$ cat config.mk
export PLATFORM = sky130hd
export DESIGN_NAME = varint_string_deframer_top
export DESIGN_NICKNAME = d
export VERILOG_FILES = /design/src/sv/vsd_pkg.sv /design/src/sv/varint_string_deframer_top.sv
export SDC_FILE = /design/constraint.sdc
export NUM_CORES = 1
export LEC_CHECK = 0
export BUFFER_PORTS_ARGS = -buffer_cell sky130_fd_sc_hd__buf_4
export CORE_ASPECT_RATIO = 1.2
export CORE_MARGIN = 4
export CORE_UTILIZATION = 55
export CTS_BUF_LIST = sky130_fd_sc_hd__clkbuf_16
export CTS_CLUSTER_DIAMETER = 120
export DETAILED_ROUTE_END_ITERATION = 10
export PLACE_DENSITY = 0.75
export SYNTH_ARGS = -nofsm -noshare
export SYNTH_HDL_FRONTEND = slang
export SYNTH_SLANG_ARGS = --single-unit
$ cat constraint.sdc
create_clock -name clk -period 6 [get_ports clk]
set_clock_uncertainty 0.2 [all_clocks]
set_input_delay 0.6 -clock clk [delete_from_list [all_inputs] [get_ports clk]]
set_output_delay 0.6 -clock clk [all_outputs]
set_load 0.1 [all_outputs]
$ cat src/sv/vsd_pkg.sv
// ----------------------------------------------------------------------------
// vsd_pkg
// Types and constants of the varint and string deframer.
// ----------------------------------------------------------------------------
package vsd_pkg;

    localparam int VSD_MAX_VARINT_BYTES = 5;
    localparam int VSD_VALUE_GROUPS     = 5;
    localparam int VSD_LEN_W            = 15;
    localparam logic [VSD_LEN_W-1:0] VSD_MAX_LEN_RESET = 15'h7FFF;

    typedef enum logic [1:0] {
        EV_BUSY  = 2'd0,
        EV_VALUE = 2'd1,
        EV_BYTE  = 2'd2,
        EV_ERROR = 2'd3
    } event_t;

    typedef enum logic [2:0] {
        ERR_NONE      = 3'd0,
        ERR_CLOSED    = 3'd1,
        ERR_TOO_LONG  = 3'd2,
        ERR_BAD_LEN   = 3'd3,
        ERR_CUT_SHORT = 3'd4
    } err_t;

    typedef enum logic {
        PH_VARINT  = 1'b0,
        PH_PAYLOAD = 1'b1
    } phase_t;

    typedef enum logic {
        CFG_FRAME_MODE = 1'b0,
        CFG_MAX_LENGTH = 1'b1
    } cfg_idx_t;

    typedef struct packed {
        logic [7:0] data_byte;
        logic       stream_end;
    } in_t;

    typedef struct packed {
        event_t             event_res;
        logic signed [31:0] out_value;
        logic [7:0]         out_byte;
        logic               last;
        err_t               error_code;
    } out_t;

endpackage

$ cat src/sv/varint_string_deframer_top.sv
// ----------------------------------------------------------------------------
// varint_string_deframer_top
// Byte-serial decoder for base-128 varints and varint-prefixed strings.
// ----------------------------------------------------------------------------
// The input channel takes one stream byte per beat, or a stream-end marker.
// The output channel gives exactly one result beat per input beat: busy, a
// finished varint value, a payload byte (with last on the final one) or an
// error code. Each beat is decoded in the cycle it is accepted and its result
// is registered into the output register, or into the skid register when the
// output is stalled. It takes one beat per cycle while in_ready is high. The
// output register is backed by a skid register; input ready drops only when
// both hold a result, so a stalled receiver holds the input side off after two
// waiting results. cfg_we writes frame_mode or max_length with no handshake.
// Reset empties both result registers, returns the decoder to idle varint
// reading, and sets frame_mode to strings and max_length to 32767.
// ----------------------------------------------------------------------------
module varint_string_deframer_top
    import vsd_pkg::*;
#(
    parameter int MAX_VARINT_BYTES = VSD_MAX_VARINT_BYTES
)
(
    input  logic                 clk,
    input  logic                 rst_n,
    input  logic                 in_valid,
    output logic                 in_ready,
    input  in_t                  in_data,
    output logic                 out_valid,
    input  logic                 out_ready,
    output out_t                 out_data,
    input  logic                 cfg_we,
    input  cfg_idx_t             cfg_idx,
    input  logic [VSD_LEN_W-1:0] cfg_wdata
);

    localparam int GC_W = $clog2(MAX_VARINT_BYTES + 1);

    logic                 frame_mode_reg;
    logic [VSD_LEN_W-1:0] max_length_reg;

    phase_t               phase_reg, phase_next;
    logic [31:0]          acc_reg, acc_next;
    logic [GC_W-1:0]      gc_reg, gc_next;
    logic [VSD_LEN_W-1:0] left_reg, left_next;

    logic out_valid_reg, skid_valid_reg;
    out_t out_data_reg, skid_data_reg;
    out_t result;

    logic                 in_fire, out_fire;
    logic [31:0]          acc_merged;
    logic [38:0]          group_wide;
    logic [VSD_LEN_W-1:0] left_dec;
    logic                 too_long, cont, bad_len;

    assign in_ready  = !skid_valid_reg;
    assign in_fire   = in_valid && in_ready;
    assign out_valid = out_valid_reg;
    assign out_data  = out_data_reg;
    assign out_fire  = out_valid_reg && out_ready;

    always_comb
    begin
        acc_merged = acc_reg;
        group_wide = '0;
        for (int k = 0; k < VSD_VALUE_GROUPS; k++)
        begin
            if (int'(gc_reg) == k)
            begin
                group_wide = 39'(in_data.data_byte[6:0]) << (7 * k);
                acc_merged = acc_reg | group_wide[31:0];
            end
        end
    end

    assign left_dec = left_reg - VSD_LEN_W'(1);
    assign too_long = (int'(gc_reg) == MAX_VARINT_BYTES);
    assign cont     = in_data.data_byte[7];
    assign bad_len  = acc_merged[31] || (acc_merged == 32'd0)
                      || (acc_merged > {17'd0, max_length_reg});

    always_comb
    begin
        phase_next = phase_reg;
        if (in_data.stream_end)
        begin
            phase_next = PH_VARINT;
        end
        else if (phase_reg == PH_PAYLOAD)
        begin
            if (left_dec == '0)
            begin
                phase_next = PH_VARINT;
            end
        end
        else if (!too_long && !cont && frame_mode_reg && !bad_len)
        begin
            phase_next = PH_PAYLOAD;
        end
    end

    always_comb
    begin
        acc_next  = '0;
        gc_next   = '0;
        left_next = '0;
        result    = '{event_res: EV_BUSY, out_value: '0, out_byte: '0, last: 1'b0,
                      error_code: ERR_NONE};
        if (in_data.stream_end)
        begin
            result.event_res  = EV_ERROR;
            result.error_code = (phase_reg == PH_PAYLOAD) ? ERR_CUT_SHORT : ERR_CLOSED;
        end
        else if (phase_reg == PH_PAYLOAD)
        begin
            left_next       = left_dec;
            result.event_res = EV_BYTE;
            result.out_byte  = in_data.data_byte;
            result.last      = (left_dec == '0);
        end
        else if (too_long)
        begin
            result.event_res  = EV_ERROR;
            result.error_code = ERR_TOO_LONG;
        end
        else if (cont)
        begin
            acc_next = acc_merged;
            gc_next  = gc_reg + GC_W'(1);
        end
        else if (!frame_mode_reg)
        begin
            result.event_res = EV_VALUE;
            result.out_value = acc_merged;
        end
        else if (bad_len)
        begin
            result.event_res  = EV_ERROR;
            result.error_code = ERR_BAD_LEN;
        end
        else
        begin
            left_next = acc_merged[VSD_LEN_W-1:0];
        end
    end

    always_ff @(posedge clk or negedge rst_n)
    begin
        if (!rst_n)
        begin
            frame_mode_reg <= 1'b1;
            max_length_reg <= VSD_MAX_LEN_RESET;
        end
        else if (cfg_we)
        begin
            unique case (cfg_idx)
                CFG_FRAME_MODE: frame_mode_reg <= cfg_wdata[0];
                CFG_MAX_LENGTH: max_length_reg <= cfg_wdata;
                default:        frame_mode_reg <= frame_mode_reg;
            endcase
        end
    end

    always_ff @(posedge clk or negedge rst_n)
    begin
        if (!rst_n)
        begin
            phase_reg <= PH_VARINT;
            acc_reg   <= '0;
            gc_reg    <= '0;
            left_reg  <= '0;
        end
        else if (in_fire)
        begin
            phase_reg <= phase_next;
            acc_reg   <= acc_next;
            gc_reg    <= gc_next;
            left_reg  <= left_next;
        end
    end

    always_ff @(posedge clk or negedge rst_n)
    begin
        if (!rst_n)
        begin
            out_valid_reg  <= 1'b0;
            skid_valid_reg <= 1'b0;
        end
        else if (skid_valid_reg)
        begin
            if (out_fire)
            begin
                skid_valid_reg <= 1'b0;
            end
        end
        else if (in_fire)
        begin
            if (out_valid_reg && !out_ready)
            begin
                skid_valid_reg <= 1'b1;
            end
            else
            begin
                out_valid_reg <= 1'b1;
            end
        end
        else if (out_fire)
        begin
            out_valid_reg <= 1'b0;
        end
    end

    always_ff @(posedge clk)
    begin
        if (skid_valid_reg)
        begin
            if (out_fire)
            begin
                out_data_reg <= skid_data_reg;
            end
        end
        else if (in_fire)
        begin
            if (out_valid_reg && !out_ready)
            begin
                skid_data_reg <= result;
            end
            else
            begin
                out_data_reg <= result;
            end
        end
    end

endmodule

Word-level counts from Yosys, hierarchy flattened

Index checks and enable logic that the tools add are counted.
Widths: inputs -> output; s select.

Output and inout bits: 48
Bits in registers: 161
Logic and storage cells: 111
Input bits: 30

Equality and inequality tests: 8
Magnitude comparators: 1
Muxes and demuxes: 52
Reductions and logical operators: 23
Bitwise logic cells: 7
$add $sub $neg: 2

Operators by type and width:

| kind                  | count |
|---|---|
| $mux 32               | 12 |
| $mux 46               | 4 |
| $mux 15               | 6 |
| $mux 41               | 1 |
| $mux 34               | 1 |
| $gt 32x15->1          | 1 |
| $logic_not 32->1      | 1 |
| $or 32x14->32         | 1 |
| $or 32x21->32         | 1 |
| $or 32x28->32         | 1 |
| $or 32x32->32         | 1 |
| $or 32x7->32          | 1 |
| $mux 2                | 10 |
| $mux 3                | 6 |
| $logic_not 15->1      | 1 |
| $sub 15x1->15 const B | 1 |
| $eq 3x3->1 const B    | 4 |
| $mux 1                | 11 |
| $mux 9                | 1 |
| $reduce_and 3->1      | 3 |
| $logic_and 1x1->1     | 6 |
| $logic_not 1->1       | 5 |
| $ne 2x2->1 const B    | 2 |
| $reduce_and 2->1      | 2 |
| 7 further kinds       | 10 |

Longest topological paths before layout

Depth in word-level cells: 18
Depth in mapped cells: 16
Mapped depth without buffers: 14

Least setup slack after synthesis

Ideal clock, no wire load.

Path type: input to register
Start point: input in_valid
End point: register out_data_reg (netlist bit out_data[0]), enable pin
Setup slack: 1.799 ns
Required time: 5.335 ns
Library setup time: 0.465 ns
Arrival time: 3.536 ns
Buffers on the path: 2
Cell stages on the path: 5
Cells stage by stage: nor2b_1 clkbuf_1 clkbuf_1 a21oi_1 a21oi_1

Word-level cells in the longest chain between the ends: 3

RTL lines:

| element                            | line                              | source |
|---|---|---|
| from (decl)                        | varint_string_deframer_top.sv:25  | `input logic in_valid,` |
| $logic_and 1x1->1                  | varint_string_deframer_top.sv:57  | `assign in_fire = in_valid && in_ready;` |
| $reduce_bool 2->1 (no source line) | n/a                               |  |
| $reduce_and 3->1 (no source line)  | n/a                               |  |
| to (signal assigned)               | varint_string_deframer_top.sv:219 | `out_data_reg <= skid_data_reg;` |
| to (signal assigned)               | varint_string_deframer_top.sv:230 | `out_data_reg <= result;` |
| to (decl)                          | varint_string_deframer_top.sv:47  | `out_t out_data_reg, skid_data_reg;` |

Every way passes these cells.
A chain may end at the register's enable or synchronous reset.

Final worst setup path

Start point: register gc_reg[0]
End point: register left_reg[13]

Word-level cells in the longest chain between the ends: 15
Elaborated cells between the ends (all ways): 21
Classes of those cells: order compare: 1; eq/ne: 5; mux: 11; reduce/logical: 4

RTL lines:

| element                                               | line                              | source |
|---|---|---|
| from (decl)                                           | varint_string_deframer_top.sv:43  | `logic [GC_W-1:0] gc_reg, gc_next;` |
| from (signal assigned)                                | varint_string_deframer_top.sv:177 | `gc_reg <= gc_next;` |
| branches (longest 12 deep; another with $gt 32x15->1) | n/a                               |  |
| $mux 15 (*)                                           | varint_string_deframer_top.sv:121 | `else if (too_long)` |
| $mux 15 (*)                                           | varint_string_deframer_top.sv:114 | `else if (phase_reg == PH_PAYLOAD)` |
| $mux 15 (*)                                           | varint_string_deframer_top.sv:109 | `if (in_data.stream_end)` |
| to (signal assigned)                                  | varint_string_deframer_top.sv:178 | `left_reg <= left_next;` |
| to (decl)                                             | varint_string_deframer_top.sv:44  | `logic [VSD_LEN_W-1:0] left_reg, left_next;` |

Every way passes the cells marked *.

==> results.toml <==
[detailed_routing]
drt.antenna.violating_nets = 0
drt_first_pass_iters = 5
post-route-drc-count = 0
wire_per_inst_um = 20.3
finalWirelength_um = 19300
drt_iter0_markers = 560
route.vias.total = 5792
route.detailed.vias_per_inst = 6.10

[critical_path]
critPathKind = "flop to flop"
reg2regPathDepth = 15
worst-endpoint-arrival_ns = 4.55
worst-r2r-setup-slack_ns = 1.56
start_kind = "flop"
cp_slowest_stage_delay_ns = 0.55
timing.critical_path.required_ns = 6.11
crit_path_max_fanout = 14
critPathSlowestCell = "a21oi_1"
end_kind = "flop"
critical_path.reg2reg.endpoint = "left_reg[13]$_DFFE_PN0P_"
regToRegStartpoint = "gc_reg[0]$_DFFE_PN0P_"
worstPathCellList = "inv_1 > ha_1 > nor2b_1 > nor4b_1 > buf_4 > a21oi_1 > inv_1 > ha_1 > nand4_1 > nor4_1 > nand2_1 > a211o_1 > a211oi_4 > nand2_2 > o41ai_1"

[power_and_ir_drop]
vdd.ir_drop.worst_mv = 0.549
leakage_nw = 3.76
seq_power_share_pct = 32.2
combPwrFrac_pct = 47.6
power_density_nw_per_um2 = 574
p_total_mw = 5.17
power.clock.fraction_pct = 20.1
power_report.internal_total_mw = 2.70
p_switching_mw = 2.47
power_switching_share_pct = 47.7

[finish]
utilization_pct = 65.2
areaGrowthSynthToFinish_pct = 16.4
layout-drive-gt1-share_pct = 23.4
stdcell_count = 950
insertedDiodeCount = 0
num-fill-cells = 1067
finalInstanceArea_um2 = 9010
multi_input_area_um2 = 2900
nets = 818
sequential_cell_area_um2 = 4510

[floorplan]
start_util_pct = 56.0
top_level_ports = 78
core_area_um2 = 13800
placement_rows = 47
dieWidth_um = 116
design.die.area_um2 = 16000
chipHeight_um = 138

[cts]
cts_sinks = 161
cts_max_level = 4
clkSlewWorstSetupHoldPaths_ns = 0.06
clockBufferDepth = 2
count_of_cells_resized_by_post_cts_repair = 0
cts-root-buf = "clkbuf_16"
tritoncts = "yes"
post-cts-setup-buffer-count = 0
cts_hold_buffers = 0
numCtsBuffers = 17
insertion_delay_ns = 0.43

[sta]
grt_setup_unrepaired = "false"
final-max-slew-violation-count = 0
layout_worst_path_cycle_share_pct = 74.0
worst_slew_margin_rel_pct = 22.7
finalHoldViolations = 0
timing.setup.tns_ns = 0
timing_worst_slew_pin_value_ns = 1.16
finalSetupViolations = 0
timing.fmax_ghz = 0.225
timing.final.crit_period_ns = 4.44

[outcome]
result_of_the_run = "finished clean"

[global_route]
grt_first_pass_wirelength_um = 30400
initial_antenna_violation_count = 0
global_route_usage_over_all_layers_pct = 25.0
grt_remaining_overflow = 0
largest_net_degree_at_the_start_of_global_routing = 77
grt_pass1_vias = 5668

[synth]
synth_ff_type = "edfxtp_1"
synthesized_instance_count = 703
ys_seq_elements = 161
synth-edff-count = 92
netlist-cell-type-count = 61
synth_async_sr_flop_share_pct = 42.9
synth_fp_nets = 755
ys.warnings.count = 0
post_synth.cell_area_avg_um2 = 11.0
synth.yosys.seq_area_share_pct = 58.3
post_synth_instance_area_um2 = 7740

[min_path]
min-delay-path-class = "primary input to async pin"

[placed_design]
replace_congestion = 0.947
placement.cell_area_um2 = 8440
post-dp-hpwl_um = 13500
port_buffers = 77
dp.cells = 918

[run]
max_cap_violations = 0
-- logic make-up (layout without fill, tap and decap cells) --
group / Yosys count / after routing / share of synthesized area, %
xor gates and xnor gates: 4 / 4 / 0.453
DFF: 161 / 161 / 58.3
adders and majority gates: 22 / 22 / 3.56
AOI/OAI and AO/OA: 186 / 186 / 16.1
muxes: 25 / 25 / 3.64
and+or+nand+nor: 217 / 217 / 13.5
buffers and inverters: 88 / 164 / 4.50
-- area by class of cell --
type                       instances  share of cell area, %
timing repair buffer              87                   7.25
clock inverter                    15                   1.58
clock buffer                      17                   4.72
tap                              171                   2.37
inverter                          45                   1.87
multi-input combinational        454                   32.1
sequential                       161                   50.1
-- power by group through the flow --
stage	sequential [mW]	clock (mW)	combinational (mW)
floorplan	2.65	0	0.919
global placement	1.68	0	2.42
detailed placement	1.69	0	2.45
CTS	1.67	1.05	2.46
global route	1.70	1.10	2.60
finish	1.67	1.04	2.46
-- worst max path at each step --
stage | from | endpoint | slack, ns | depth (start not counted)
after detailed placement | gc_reg[0]$_DFFE_PN0P_ | left_reg[1]$_DFFE_PN0P_ | 1.68 | 15
after floorplan | in_valid | out_data[0]$_DFFE_PP_ | 1.80 | 5
after CTS | gc_reg[0]$_DFFE_PN0P_ | left_reg[13]$_DFFE_PN0P_ | 1.65 | 15
final | gc_reg[0]$_DFFE_PN0P_ | left_reg[13]$_DFFE_PN0P_ | 1.56 | 15
after global routing | gc_reg[2]$_DFFE_PN0P_ | left_reg[1]$_DFFE_PN0P_ | 1.24 | 13
after global placement | gc_reg[0]$_DFFE_PN0P_ | left_reg[13]$_DFFE_PN0P_ | 1.82 | 15
-- worst max-delay path: cells and delay by family, from the launching register on --
| family | cells | cell delay, ns |
|---|---|---|
| AOI/OAI and AO/OA | 4 | 1.61 |
| buffers and inverters | 3 | 0.43 |
| and+or+nand+nor | 6 | 1.11 |
| DFF | 1 | 0.41 |
| adders and majority gates | 2 | 0.56 |
-- per-layer routing --
layer,routed length (um),up-vias,GRT usage [%]
li1,-,2689,-
met1,7960,2777,33.9
met2,9170,274,39.2
met3,1470,52,5.02
met4,664,0,10.6
met5,0,-,0
-- synthesized netlist by cell type, types with 3 or more instances --
cell type | count | area share (%)
o31ai_2 | 10 | 1.6
o31ai_1 | 41 | 4.0
nor4b_1 | 4 | 0.45
a2111oi_0 | 3 | 0.34
nand4_1 | 6 | 0.49
dfrtp_1 | 53 | 17
dfstp_2 | 16 | 5.4
or4_1 | 6 | 0.58
ha_1 | 22 | 3.6
a31oi_1 | 5 | 0.40
edfxtp_1 | 92 | 36
and3_1 | 12 | 0.97
mux2_2 | 25 | 3.6
nand2_1 | 69 | 3.3
o22ai_1 | 3 | 0.24
nor2_1 | 71 | 3.4
nor2b_1 | 3 | 0.24
a21oi_1 | 76 | 4.9
and2_1 | 6 | 0.49
nor4_1 | 8 | 0.65
nand3_1 | 8 | 0.52
or2_2 | 3 | 0.24
a21o_1 | 5 | 0.49
or3_1 | 3 | 0.24
a31o_2 | 3 | 0.34
o21ai_0 | 15 | 0.97
clkbuf_1 | 38 | 1.8
nor3_1 | 9 | 0.58
inv_1 | 45 | 2.2
-- cells in the final DEF, fill, tap and decap left out, drive strengths merged, types with 22 or more instances in the layout --
cell | synthesis | routed
edfxtp | 92 | 92
nand2 | 70 | 70
o31ai | 51 | 51
a21oi | 76 | 76
buf | 5 | 87
inv | 45 | 49
ha | 22 | 22
dfrtp | 53 | 53
nor2 | 71 | 71
mux2 | 25 | 25
-- stage by stage --
step | worst slack, ns | hold slack (ns)
4_1_cts | 1.65 | 0.123
2_1_floorplan | 1.80 | 0.104
6_report | 1.56 | 0.0964
5_1_grt | 1.24 | 0.148
3_3_place_gp | 1.82 | 0.280
3_5_place_dp | 1.68 | 0.299
(Power assumes the default switching activity.)
